File: src/gsm_pkg.sv
// Shared types, codes and constants for the golden-section minimizer.
package gsm_pkg;

   localparam int VALUE_WIDTH_DEFAULT = 32;
   localparam int WIDE_WIDTH          = 64;

   // Golden ratio complement 0.38196601 as unsigned Q0.16.
   localparam int        Q_SHIFT    = 16;
   localparam logic [15:0] G2_Q16   = 16'd25033;
   localparam logic [15:0] ROUND_HALF = 16'h8000;

   localparam int TOL_WIDTH      = 16;
   localparam int COUNT_WIDTH    = 10;
   localparam int CSR_INDEX_WIDTH = 2;
   localparam int CSR_DATA_WIDTH  = 16;

   localparam logic [TOL_WIDTH-1:0]   TOL_RESET      = 16'd66;
   localparam logic [COUNT_WIDTH-1:0] MAX_EVAL_RESET = 10'd64;

   typedef enum logic [CSR_INDEX_WIDTH-1:0] {
      CSR_TOLERANCE = 2'd0,
      CSR_MAX_EVAL  = 2'd1
   } csr_index_type;

   typedef enum logic {
      MODE_START = 1'b0,
      MODE_VALUE = 1'b1
   } mode_type;

   typedef enum logic [1:0] {
      KIND_EVAL  = 2'd0,
      KIND_FINAL = 2'd1,
      KIND_IDLE  = 2'd2
   } kind_type;

   typedef enum logic [2:0] {
      PH_IDLE        = 3'd0,
      PH_FIRST_LEFT  = 3'd1,
      PH_FIRST_RIGHT = 3'd2,
      PH_LEFT        = 3'd3,
      PH_RIGHT       = 3'd4
   } phase_type;

   typedef struct packed {
      logic [TOL_WIDTH-1:0]   tolerance;
      logic [COUNT_WIDTH-1:0] max_evaluations;
   } cfg_type;

endpackage

File: src/gsm_step.sv
// Golden step unit: x + G2 * (y - x), rounded to nearest on the magnitude.
module gsm_step #(
   parameter int VALUE_WIDTH = gsm_pkg::VALUE_WIDTH_DEFAULT
) (
   input  logic signed [VALUE_WIDTH-1:0] x,
   input  logic signed [VALUE_WIDTH-1:0] y,
   output logic signed [VALUE_WIDTH-1:0] probe
);
   import gsm_pkg::*;

   localparam int PW = VALUE_WIDTH + Q_SHIFT;

   logic [VALUE_WIDTH-1:0] mag;
   logic [PW-1:0]          prod;
   logic [PW-1:0]          rounded;
   logic [VALUE_WIDTH-1:0] q;

   always_comb begin
      mag     = (y >= x) ? VALUE_WIDTH'(y - x) : VALUE_WIDTH'(x - y);
      prod    = PW'(mag) * PW'(G2_Q16);
      rounded = prod + PW'(ROUND_HALF);
      q       = rounded[PW-1:Q_SHIFT];
      // move toward y; the result stays between x and y
      probe   = (y >= x) ? (x + $signed(q)) : (x - $signed(q));
   end

endmodule

File: src/gsm_stop.sv
// Convergence test: |end_high - end_low| <= tol * (|inner_left| + |inner_right|).
module gsm_stop #(
   parameter int VALUE_WIDTH = gsm_pkg::VALUE_WIDTH_DEFAULT
) (
   input  logic signed [VALUE_WIDTH-1:0]  end_low,
   input  logic signed [VALUE_WIDTH-1:0]  end_high,
   input  logic signed [VALUE_WIDTH-1:0]  inner_left,
   input  logic signed [VALUE_WIDTH-1:0]  inner_right,
   input  logic [gsm_pkg::TOL_WIDTH-1:0]  tolerance,
   output logic                           near
);
   import gsm_pkg::*;

   localparam int  SW  = VALUE_WIDTH + 1;
   localparam int  PW  = SW + TOL_WIDTH;
   localparam bit  CAP = (VALUE_WIDTH >= WIDE_WIDTH);

   logic [VALUE_WIDTH-1:0] mag_left;
   logic [VALUE_WIDTH-1:0] mag_right;
   logic [SW-1:0]          sum_raw;
   logic [SW-1:0]          sum_cap;
   logic [PW-1:0]          prod;
   logic [SW-1:0]          bound;
   logic [VALUE_WIDTH-1:0] gap;

   always_comb begin
      mag_left  = inner_left[VALUE_WIDTH-1]  ? VALUE_WIDTH'(-inner_left)  :
                                               VALUE_WIDTH'(inner_left);
      mag_right = inner_right[VALUE_WIDTH-1] ? VALUE_WIDTH'(-inner_right) :
                                               VALUE_WIDTH'(inner_right);
      sum_raw   = SW'(mag_left) + SW'(mag_right);
      // at VALUE_WIDTH >= WIDE_WIDTH, saturate the sum at the largest VALUE_WIDTH-bit magnitude
      sum_cap   = (CAP && sum_raw[VALUE_WIDTH]) ? {1'b0, {VALUE_WIDTH{1'b1}}} : sum_raw;
      prod      = PW'(sum_cap) * PW'(tolerance);
      bound     = prod[PW-1:Q_SHIFT];
      gap       = (end_high >= end_low) ? VALUE_WIDTH'(end_high - end_low) :
                                          VALUE_WIDTH'(end_low - end_high);
      near      = (SW'(gap) <= bound);
   end

endmodule

File: src/gsm_core.sv
// Search state and per-word update: bracket load, value capture, step or finish.
module gsm_core #(
   parameter int VALUE_WIDTH = gsm_pkg::VALUE_WIDTH_DEFAULT
) (
   input  logic                           clock,
   input  logic                           reset,
   input  logic                           fire,
   input  gsm_pkg::cfg_type               cfg,
   input  gsm_pkg::mode_type              mode,
   input  logic signed [VALUE_WIDTH-1:0]  point_a,
   input  logic signed [VALUE_WIDTH-1:0]  point_b,
   input  logic signed [VALUE_WIDTH-1:0]  point_c,
   input  logic signed [VALUE_WIDTH-1:0]  func_value,
   output gsm_pkg::kind_type              result_kind,
   output logic signed [VALUE_WIDTH-1:0]  point,
   output logic signed [VALUE_WIDTH-1:0]  min_value
);
   import gsm_pkg::*;

   phase_type                  phase_ff, phase_in;
   logic [COUNT_WIDTH-1:0]     count_ff, count_in;
   logic signed [VALUE_WIDTH-1:0] end_low_ff, end_low_in;
   logic signed [VALUE_WIDTH-1:0] end_high_ff, end_high_in;
   logic signed [VALUE_WIDTH-1:0] inner_left_ff, inner_left_in;
   logic signed [VALUE_WIDTH-1:0] inner_right_ff, inner_right_in;
   logic signed [VALUE_WIDTH-1:0] value_left_ff, value_left_in;
   logic signed [VALUE_WIDTH-1:0] value_right_ff, value_right_in;

   logic signed [VALUE_WIDTH-1:0] step_left_x, step_left_y, step_left;
   logic signed [VALUE_WIDTH-1:0] step_right_x, step_right_y, step_right;
   logic                          near;
   logic                          start;

   function automatic logic [VALUE_WIDTH-1:0] abs_diff(
      input logic signed [VALUE_WIDTH-1:0] x,
      input logic signed [VALUE_WIDTH-1:0] y
   );
      return (x >= y) ? VALUE_WIDTH'(x - y) : VALUE_WIDTH'(y - x);
   endfunction

   assign start = (mode == MODE_START);

   // start: probe either half from b; running: step each inner point outward
   assign step_left_x  = start ? point_b : inner_left_ff;
   assign step_left_y  = start ? point_a : end_low_ff;
   assign step_right_x = start ? point_b : inner_right_ff;
   assign step_right_y = start ? point_c : end_high_ff;

   gsm_step #(.VALUE_WIDTH(VALUE_WIDTH)) u_step_left (
      .x     (step_left_x),
      .y     (step_left_y),
      .probe (step_left)
   );

   gsm_step #(.VALUE_WIDTH(VALUE_WIDTH)) u_step_right (
      .x     (step_right_x),
      .y     (step_right_y),
      .probe (step_right)
   );

   gsm_stop #(.VALUE_WIDTH(VALUE_WIDTH)) u_stop (
      .end_low     (end_low_ff),
      .end_high    (end_high_ff),
      .inner_left  (inner_left_ff),
      .inner_right (inner_right_ff),
      .tolerance   (cfg.tolerance),
      .near        (near)
   );

   always_ff @(posedge clock) begin
      if (reset) begin
         phase_ff <= PH_IDLE;
         count_ff <= '0;
      end else if (fire) begin
         phase_ff <= phase_in;
         count_ff <= count_in;
      end
   end

   always_ff @(posedge clock) begin
      if (fire) begin
         end_low_ff     <= end_low_in;
         end_high_ff    <= end_high_in;
         inner_left_ff  <= inner_left_in;
         inner_right_ff <= inner_right_in;
         value_left_ff  <= value_left_in;
         value_right_ff <= value_right_in;
      end
   end

   always_comb begin
      logic adv;
      adv            = 1'b0;
      phase_in       = phase_ff;
      count_in       = count_ff;
      end_low_in     = end_low_ff;
      end_high_in    = end_high_ff;
      inner_left_in  = inner_left_ff;
      inner_right_in = inner_right_ff;
      value_left_in  = value_left_ff;
      value_right_in = value_right_ff;
      result_kind    = KIND_IDLE;
      point          = '0;
      min_value      = '0;

      if (start) begin
         end_low_in     = point_a;
         end_high_in    = point_c;
         value_left_in  = '0;
         value_right_in = '0;
         count_in       = '0;
         phase_in       = PH_FIRST_LEFT;
         if (abs_diff(point_c, point_b) > abs_diff(point_b, point_a)) begin
            inner_left_in  = point_b;
            inner_right_in = step_right;
         end else begin
            inner_left_in  = step_left;
            inner_right_in = point_b;
         end
         result_kind = KIND_EVAL;
         point       = inner_left_in;
      end else begin
         unique case (phase_ff)
            PH_FIRST_LEFT: begin
               value_left_in = func_value;
               count_in      = COUNT_WIDTH'(1);
               phase_in      = PH_FIRST_RIGHT;
               result_kind   = KIND_EVAL;
               point         = inner_right_ff;
            end
            PH_FIRST_RIGHT: begin
               value_right_in = func_value;
               count_in       = COUNT_WIDTH'(2);
               adv            = 1'b1;
            end
            PH_LEFT: begin
               value_left_in = func_value;
               count_in      = count_ff + 1'b1;
               adv           = 1'b1;
            end
            PH_RIGHT: begin
               value_right_in = func_value;
               count_in       = count_ff + 1'b1;
               adv            = 1'b1;
            end
            default: begin
               result_kind = KIND_IDLE;
            end
         endcase

         if (adv) begin
            if (near || (count_in >= cfg.max_evaluations)) begin
               phase_in    = PH_IDLE;
               result_kind = KIND_FINAL;
               if (value_left_in < value_right_in) begin
                  point     = inner_left_ff;
                  min_value = value_left_in;
               end else begin
                  point     = inner_right_ff;
                  min_value = value_right_in;
               end
            end else if (value_right_in > value_left_in) begin
               // keep the left sub-bracket
               end_high_in    = inner_right_ff;
               inner_right_in = inner_left_ff;
               value_right_in = value_left_in;
               inner_left_in  = step_left;
               phase_in       = PH_LEFT;
               result_kind    = KIND_EVAL;
               point          = step_left;
            end else begin
               // keep the right sub-bracket; ties land here
               end_low_in    = inner_left_ff;
               inner_left_in = inner_right_ff;
               value_left_in = value_right_in;
               inner_right_in = step_right;
               phase_in      = PH_RIGHT;
               result_kind   = KIND_EVAL;
               point         = step_right;
            end
         end
      end
   end

endmodule

File: src/golden_section_minimizer.sv
// Golden-section minimizer top level: handshakes, input and result registers, CSRs.
// A word waits in the input register until the core fires and fills the rsp_ registers.
// Throughput: one word per cycle unless stalled; a single update sits between the registers.
// Reset: synchronous, active high; clears valid flags and search phase, loads CSR defaults
// (tolerance 66, max_evaluations 64). No clearing pass is needed.
module golden_section_minimizer #(
   parameter int VALUE_WIDTH = gsm_pkg::VALUE_WIDTH_DEFAULT
) (
   input  logic                                 clock,
   input  logic                                 reset,

   input  logic                                 req_valid,
   output logic                                 req_stall,
   input  logic                                 req_mode,
   input  logic signed [VALUE_WIDTH-1:0]        req_point_a,
   input  logic signed [VALUE_WIDTH-1:0]        req_point_b,
   input  logic signed [VALUE_WIDTH-1:0]        req_point_c,
   input  logic signed [VALUE_WIDTH-1:0]        req_func_value,

   output logic                                 rsp_valid,
   input  logic                                 rsp_stall,
   output logic [1:0]                           rsp_result_kind,
   output logic signed [VALUE_WIDTH-1:0]        rsp_point,
   output logic signed [VALUE_WIDTH-1:0]        rsp_min_value,

   input  logic                                 csr_valid,
   output logic                                 csr_ready,
   input  logic [gsm_pkg::CSR_INDEX_WIDTH-1:0]  csr_index,
   input  logic [gsm_pkg::CSR_DATA_WIDTH-1:0]   csr_data
);
   import gsm_pkg::*;

   // Input register: holds the accepted word until the core consumes it.
   logic                          in_valid_ff, in_valid_in;
   mode_type                      mode_ff;
   logic signed [VALUE_WIDTH-1:0] point_a_ff, point_b_ff, point_c_ff, func_value_ff;

   // Result register: decouples the core from a stalled consumer.
   logic                          out_valid_ff, out_valid_in;
   kind_type                      kind_ff;
   logic signed [VALUE_WIDTH-1:0] point_ff, min_value_ff;

   cfg_type                       cfg_ff, cfg_in;

   kind_type                      core_kind;
   logic signed [VALUE_WIDTH-1:0] core_point, core_min_value;

   logic                          fire;
   logic                          req_take;

   // The core advances whenever it holds a word and the result register is free
   // or being drained this cycle. Every word yields exactly one result word.
   assign fire      = in_valid_ff && (!out_valid_ff || !rsp_stall);
   assign req_stall = in_valid_ff && !fire;
   assign req_take  = req_valid && !req_stall;

   // CSR writes are expected only while the search is quiet; always ready.
   assign csr_ready = 1'b1;

   always_comb begin
      in_valid_in = in_valid_ff;
      if (req_take) begin
         in_valid_in = 1'b1;
      end else if (fire) begin
         in_valid_in = 1'b0;
      end

      out_valid_in = out_valid_ff;
      if (fire) begin
         out_valid_in = 1'b1;
      end else if (!rsp_stall) begin
         out_valid_in = 1'b0;
      end

      cfg_in = cfg_ff;
      if (csr_valid && csr_ready) begin
         unique case (csr_index_type'(csr_index))
            CSR_TOLERANCE: cfg_in.tolerance       = csr_data[TOL_WIDTH-1:0];
            CSR_MAX_EVAL:  cfg_in.max_evaluations = csr_data[COUNT_WIDTH-1:0];
            default:       cfg_in = cfg_ff;
         endcase
      end
   end

   // Control state.
   always_ff @(posedge clock) begin
      if (reset) begin
         in_valid_ff            <= 1'b0;
         out_valid_ff           <= 1'b0;
         cfg_ff.tolerance       <= TOL_RESET;
         cfg_ff.max_evaluations <= MAX_EVAL_RESET;
      end else begin
         in_valid_ff  <= in_valid_in;
         out_valid_ff <= out_valid_in;
         cfg_ff       <= cfg_in;
      end
   end

   // Capture the request word on acceptance.
   always_ff @(posedge clock) begin
      if (req_take) begin
         mode_ff       <= mode_type'(req_mode);
         point_a_ff    <= req_point_a;
         point_b_ff    <= req_point_b;
         point_c_ff    <= req_point_c;
         func_value_ff <= req_func_value;
      end
   end

   // Load the result word when the core fires; hold it while stalled.
   always_ff @(posedge clock) begin
      if (fire) begin
         kind_ff      <= core_kind;
         point_ff     <= core_point;
         min_value_ff <= core_min_value;
      end
   end

   gsm_core #(.VALUE_WIDTH(VALUE_WIDTH)) u_core (
      .clock       (clock),
      .reset       (reset),
      .fire        (fire),
      .cfg         (cfg_ff),
      .mode        (mode_ff),
      .point_a     (point_a_ff),
      .point_b     (point_b_ff),
      .point_c     (point_c_ff),
      .func_value  (func_value_ff),
      .result_kind (core_kind),
      .point       (core_point),
      .min_value   (core_min_value)
   );

   assign rsp_valid       = out_valid_ff;
   assign rsp_result_kind = kind_ff;
   assign rsp_point       = point_ff;
   assign rsp_min_value   = min_value_ff;

endmodule

File: config.mk
export PLATFORM = sky130hd
export DESIGN_NAME = golden_section_minimizer
export DESIGN_NICKNAME = d
export VERILOG_FILES = /design/src/gsm_pkg.sv /design/src/gsm_step.sv /design/src/gsm_stop.sv /design/src/gsm_core.sv /design/src/golden_section_minimizer.sv
export SDC_FILE = /design/constraint.sdc
export NUM_CORES = 2
export LEC_CHECK = 0
export BUFFER_PORTS_ARGS = -buffer_cell sky130_fd_sc_hd__buf_4
export CORE_ASPECT_RATIO = 0.5
export CORE_MARGIN = 3
export CORE_UTILIZATION = 39
export DETAILED_ROUTE_END_ITERATION = 7
export GPL_TIMING_DRIVEN = 0
export SYNTH_ARGS = -nofsm -noshare
export SYNTH_HDL_FRONTEND = slang
export SYNTH_SLANG_ARGS = --single-unit
File: constraint.sdc
create_clock -name clock -period 17.85 [get_ports clock]
set_input_delay 3.57 -clock clock [delete_from_list [all_inputs] [get_ports clock]]
set_output_delay 3.57 -clock clock [all_outputs]
set_load 0.01 [all_outputs]
## Word-level counts from Yosys, hierarchy flattened

Index checks and enable logic that the tools add are counted.

- Register bits after elaboration: 428
- Input bits: 152
- Output and inout bits: 69
- Logic and storage cells: 150

- $add $sub $neg: 20
- Multiply operators: 3
- $lt $le $gt $ge: 10
- Eq/ne operators: 11
- Mux-type cells: 64
- Reduce and logical (&&, ||, !) cells: 22

Operator list:

| operator | count |
|---|---|
| two-way mux 32 bit | 47 |
| subtractor 32 bit | 12 |
| greater-or-equal comparator 32 bit | 5 |
| adder 47 x 16 -> 48 bit (second input constant) | 2 |
| multiplier 32 x 15 -> 47 bit (second input constant) | 2 |
| adder 32 bit | 2 |
| > comparator 32 bit | 2 |
| negator 32 bit | 2 |
| multiplier 33 x 16 -> 49 bit | 1 |
| adder 32 x 32 -> 33 bit | 1 |
| less-or-equal comparator 32 x 33 -> 1 bit | 1 |
| < comparator 32 bit | 1 |
| one-hot mux 10 bit (3 select lines) | 1 |
| two-way mux 10 bit | 2 |
| two-way mux 3 bit | 5 |
| adder 10 x 1 -> 10 bit (second input constant) | 1 |
| greater-or-equal comparator 10 bit | 1 |
| AND reduction 4 bit | 2 |
| two-way mux 1 bit | 7 |
| == test 3 x 2 -> 1 bit (second input constant) | 2 |
| inequality test 2 x 1 -> 1 bit (second input constant) | 3 |
| AND reduction 2 bit | 3 |
| AND reduction 3 bit | 2 |
| OR reduction 2 bit | 3 |
| other kinds (12) | 20 |

## Logic depth before layout (Yosys ltp)

- Depth in word-level cells: 11
- Depth in mapped cells: 64
- Depth with buffers taken out: 60

## By module

From an unflattened synthesis, not the netlist that was laid out.

- Cells, all modules: 9,235
- Area total of the unflattened synthesis: 79,765.3 um^2

By module, submodules not included:

| module | times used | cells an instance | area an instance (um^2) | seq. area each (um^2) |
|---|---|---|---|---|
| gsm_stop | 1 | 2,746 | 22,455.3 | 0.0 |
| gsm_core | 1 | 2,657 | 21,755.9 | 6,025.8 |
| gsm_step at u_core.u_step_right | 1 | 1,785 | 14,433.8 | 0.0 |
| gsm_step at u_core.u_step_left | 1 | 1,734 | 14,068.5 | 0.0 |
| golden_section_minimizer | 1 | 313 | 7,051.8 | 6,416.2 |

## Worst setup path before layout

OpenSTA, ideal clock, no wires.

- Path kind: register -> register
- From: register u_core.inner_right_ff[31]
- To: register u_core.inner_left_ff[0] (enable)
- Arrival time: 15.090 ns
- Data required time: 17.343 ns
- Setup slack: 2.253 ns
- Cell stages (with the launch flop): 56
- Buffers on the path: 4
- Cell sequence: edfxtp_1 -> clkbuf_1 -> clkbuf_1 -> o21ai_0 -> ha_1 -> a21o_1 -> a21oi_1 -> o21bai_1 -> a21oi_1 -> nor2b_1 -> o21a_1 -> o31a_1 -> o41ai_1 -> o21ai_0 -> o41a_1 -> a311oi_1 -> nor3_1 -> a21o_1 -> (+20 left out) -> nand3_1 -> nand2_1 -> o21ai_0 -> nand2b_1 -> a21oi_1 -> nor2b_1 -> nor2_1 -> xor2_1 -> ha_1 -> and3_1 -> nand3_1 -> nor3_1 -> a211oi_1 -> o211ai_1 -> nor2_1 -> clkbuf_1 -> nand2_1 -> a21oi_1

- Cells in the longest elaborated chain, start to end: 8

RTL lines:

| item | line | source |
|---|---|---|
| start, declared | gsm_core.sv:25 | `logic signed [VALUE_WIDTH-1:0] inner_right_ff, inner_right_in;` |
| start signal, assigned | gsm_core.sv:85 | `inner_right_ff <= inner_right_in;` |
| negator 32 bit | gsm_stop.sv:29 | `mag_right = inner_right[VALUE_WIDTH-1] ? VALUE_WIDTH'(-inner_right) :` |
| two-way mux 32 bit * | gsm_stop.sv:29 |  |
| adder 32 x 32 -> 33 bit * | gsm_stop.sv:31 | `sum_raw = SW'(mag_left) + SW'(mag_right);` |
| multiplier 33 x 16 -> 49 bit * | gsm_stop.sv:34 | `prod = PW'(sum_cap) * PW'(tolerance);` |
| less-or-equal comparator 32 x 33 -> 1 bit * | gsm_stop.sv:38 | `near = (SW'(gap) <= bound);` |
| logical OR 1 bit * | gsm_core.sv:152 | `if (near \|\| (count_in >= cfg.max_evaluations)) begin` |
| inequality test 2 bit (no line) * | -- |  |
| AND reduction 3 bit (no line) * | -- |  |
| end signal, assigned | gsm_core.sv:84 | `inner_left_ff <= inner_left_in;` |
| end, declared | gsm_core.sv:24 | `logic signed [VALUE_WIDTH-1:0] inner_left_ff, inner_left_in;` |

Mark *: on every way between the ends. The rest lies on a longest branch, timed or not.
A chain may end at the register's enable or synchronous reset.

## Worst setup path after layout

- From: register mode_ff
- To: register point_ff[31] (netlist: rsp_point[31]), data pin

- Cells in the longest elaborated chain, start to end: 11
- Elaborated cells on any way between the ends: 27
- Those cells by class: 10 x add/sub; 2 x mul; 2 x order compare; 13 x mux

RTL lines:

| item | line | source |
|---|---|---|
| start, declared | golden_section_minimizer.sv:35 | `mode_type mode_ff;` |
| start signal, assigned | golden_section_minimizer.sv:102 | `mode_ff <= mode_type'(req_mode);` |
| two-way mux 32 bit, on equally long branches | -- |  |
| subtractor 32 bit / greater-or-equal comparator 32 bit (equally long branches) | gsm_step.sv:19, gsm_step.sv:24 |  |
| two-way mux 32 bit | gsm_step.sv:19 | `mag = (y >= x) ? VALUE_WIDTH'(y - x) : VALUE_WIDTH'(x - y);` |
| multiplier 32 x 15 -> 47 bit | gsm_step.sv:20 | `prod = PW'(mag) * PW'(G2_Q16);` |
| adder 47 x 16 -> 48 bit | gsm_step.sv:21 | `rounded = prod + PW'(ROUND_HALF);` |
| subtractor 32 bit / adder 32 bit (equally long branches) | gsm_step.sv:24 | `probe = (y >= x) ? (x + $signed(q)) : (x - $signed(q));` |
| two-way mux 32 bit | gsm_step.sv:24 |  |
| two-way mux 32 bit | gsm_core.sv:162 | `end else if (value_right_in > value_left_in) begin` |
| two-way mux 32 bit | gsm_core.sv:152 |  |
| two-way mux 32 bit | gsm_core.sv:151 | `if (adv) begin` |
| two-way mux 32 bit * | gsm_core.sv:106 | `if (start) begin` |
| via core_point[31] | golden_section_minimizer.sv:46 | `logic signed [VALUE_WIDTH-1:0] core_point, core_min_value;` |
| end signal, assigned | golden_section_minimizer.sv:114 | `point_ff <= core_point;` |
| end, declared | golden_section_minimizer.sv:41 | `logic signed [VALUE_WIDTH-1:0] point_ff, min_value_ff;` |

Mark *: on every way through the listed nets, which the timed path passes. The rest lies on a longest branch.

==> impl_metrics.yaml <==
status:
  status: "finished with violations"
  violations: "capacitance limit, slew limit"
synthesis:
  ys_types: 102
  syn_inst: 9183
  synth_edf_count: 387
  synth_seq_cells: 428
  syn_area_um2: 78300
  seq_area_frac_synth_pct: 15.9
  async_reset_ff_share_pct: 0
  yosysTopAreaCell: "ha_1"
  synthTopCellsByArea: "ha_1 18%, fa_1 18%, edfxtp_1 15%"
  synth.most_common_cell: "inv_1"
  yosys_warnings: 0
  synth_top_area_share_pct: 18.0
  syn-num-nets: 11200
  synth.top_cells.by_count: "1259 x inv_1, 1170 x nand2_1, 1124 x ha_1"
  syn_avg_cell_area_um2: 8.53
  synth_top_flop_cell: "edfxtp_1"
clocking:
  htreeDepth: 2
  path_clk_slew_ns: 0.06
  cts_buffers: 48
  clk_latency_ns: 0.68
  clock_path_buffers: 3
  cts_sinks: 428
  cts_tree: "done"
  root_buffer: "clkbuf_16"
  postCtsHoldBufs: 0
route:
  drc: 0
  drt_wl_total_mm: 300
  drt_pass1_iterations: 6
  postRouteAntennaNets: 0
  wl_met1_mm: 130
  drt_iter0_drc: 6935
  routed-wl-met3_mm: 25.5
  vias_per_cell: 5.64
  vias: 68500
  dr_wl_met2_mm: 129
  avgRoutedWirePerCell_um: 24.7
  highest_layer: "met5"
final_layout:
  nFillCells: 19800
  nets: 11400
  final_util_pct: 43.1
  area_growth_syn_to_layout_pct: 9.10
  layout-drive-gt1-share_pct: 5.53
  instances_no_fill: 12100
timing:
  slew_headroom_pct: -7.24
  drv_slew: 20
  period_share_pct: 97.2
  skew_ns: 0.0424
  worst_pin_slew_ns: 1.60
  fmaxAchievable_ghz: 0.0576
  hold_violations: 0
  setup_viol: 0
  fin_crit_ns: 17.36
  rsz0062_at_grt: "yes"
floorplan:
  die_w_um: 640
  start_util_pct: 39.5
  dieArea_um2: 207000
  io-pin-count: 221
  die_h_um: 323
  core_um2: 198000
  rows: 115
setup_path:
  critPathTopFamily: "compound AO/OA/AOI/OAI gates"
  cp_num_buf_inv: 8
  path_max_fanout: 10
  r2r-start: "mode_ff"
  r2r_slack_ns: 0.49
  crit_path_max_incr_delay_ns: 0.88
  cp.required_ns: 18.21
  crit_slowest_cell: "a21oi_1"
  critical_path_class: "flop to flop"
  endpoint_kind: "flop"
  crit_arrival_ns: 17.72
  reg2reg_depth: 54
  r2r-end: "rsp_point[31]"
  start_kind: "flop"
global_route:
  grt_pass1_vias: 66900
  grtUsageTotal_pct: 28.5
  grt_pass1_wl_mm: 439
  antenna_found_initial: 9
  overflow: 0
  grt_max_degree: 93
worst_hold_path:
  hp-class: "flop to flop"
  worstHoldStart: "in_valid_ff"
  hold_end: "rsp_valid"
  holdPathStages: 2
place:
  gp_congestion: 1.06
  io_buffers: 219
  dp_hpwl_mm: 253
  placedCellCount: 12000
job:
  maxCapViolCount: 3
==> cells in the final DEF (no fill, tap or decap), types with 29 or more instances in the layout <==
cell type,Yosys,layout
inv_1,1259,1257
nand2_1,1170,1170
ha_1,1124,1124
fa_1,698,698
a21oi_1,673,658
nor2_1,439,435
edfxtp_1,387,387
clkbuf_1,352,334
a21o_1,315,315
o21ai_0,304,302
xnor2_1,315,302
and2_1,297,297
buf_4,4,231
mux2i_1,194,194
xor2_1,167,163
o21bai_1,131,131
and3_1,125,125
nand4_1,108,108
a211oi_1,92,92
nand2b_1,85,85
a31oi_1,84,84
nor2b_1,84,83
nor3_1,78,76
nand3_1,72,72
clkbuf_16,0,48
or3_1,41,41
o31ai_1,42,41
dfxtp_1,41,41
o21a_1,37,37
buf_2,32,37
o211ai_1,29,29
==> how the worst max path moves through the flow <==
stage | startpoint | end | depth (start not counted)
3_5_place_dp | u_core.inner_left_ff[31] | u_core.end_high_ff[29] | 55
5_1_grt | mode_ff | rsp_point[31] | 61
3_3_place_gp | u_core.inner_left_ff[31] | u_core.inner_right_ff[1] | 53
6_report | mode_ff | rsp_point[31] | 54
2_1_floorplan | u_core.inner_right_ff[31] | u_core.inner_left_ff[0] | 55
4_1_cts | mode_ff | rsp_point[31] | 58
==> logic make-up (layout without fill, tap and decap cells) <==
logic type               Yosys count  after routing  share of synthesized area (%)
XOR/XNOR                         486            486                           5.51
flip-flops                       428            428                           15.9
adder cells (fa/ha/maj)         1822           1822                           35.8
other                              1              5                        0.00479
AND/OR/NAND/NOR                 2608           2608                           15.7
AO/OA/AOI/OAI                   1927           1928                           15.6
buffers and inverters           1681           2007                           8.17
multiplexers                     230            230                           3.35
==> what timing repair did <==
action / in CTS / in global routing
gates resized for setup: 21 / 49
cloned: 1 / 1
pin swaps: 0 / 3
setup buffers: 1 / 6
setup endpoints to repair: 103 / 227
==> layer usage <==
| metal | GRT usage [%] | up-vias |
|---|---|---|
| met5 | 0 | - |
| met1 | 39.4 | 33500 |
| met2 | 44.1 | 2966 |
| met4 | 12.3 | 2 |
| met3 | 4.38 | 547 |
| li1 | - | 31500 |
==> per-stage QoR <==
step / setup TNS (ns) / hold slack (ns) / setup WS (ns) / area, um2
final: 0 / 0.486 / 0.494 / 85500
after global routing: -0.110 / 0.523 / -0.0983 / 85500
after floorplan: 0 / 0.451 / 2.25 / 78300
after detailed placement: -54.44 / 0.482 / -1.31 / 83600
after global placement: -325.07 / 0.459 / -3.63 / 83300
after CTS: 0 / 0.496 / 0.0402 / 85300
==> registers in the layout, summed over array words and instances (netlist names), 2 cells and up <==
register	cells
cfg_ff	26
func_value_ff	32
point_a_ff	32
point_b_ff	32
point_c_ff	32
rsp_min_value	32
rsp_point	32
rsp_result_kind	2
u_core.count_ff	10
u_core.end_high_ff	32
u_core.end_low_ff	32
u_core.inner_left_ff	32
u_core.inner_right_ff	32
u_core.phase_ff	3
u_core.value_left_ff	32
u_core.value_right_ff	32
==> final cells by class <==
type                       instances  area [um2]  area share (%)
multi-input combinational       7075       59800            69.9
sequential                       428       12400            14.6
inverter                        1262        4750            5.55
tap                             2632        3290            3.85
timing repair buffer             237        1910            2.23
buffer                           418        1690            1.97
clock buffer                      52        1220            1.42
clock inverter                    37         399           0.467
antenna                            4        10.0          0.0117
timing repair inverter             1        5.00         0.00586
==> tightest hold or removal path, stage by stage (launching register included) <==
cell	delay (ns)
dfxtp_1	0.34
a21oi_1	0.05
nor2_1	0.07
Power is not shown: default switching activity piles up to over one toggle a cycle in this logic, so the estimate is an artifact.
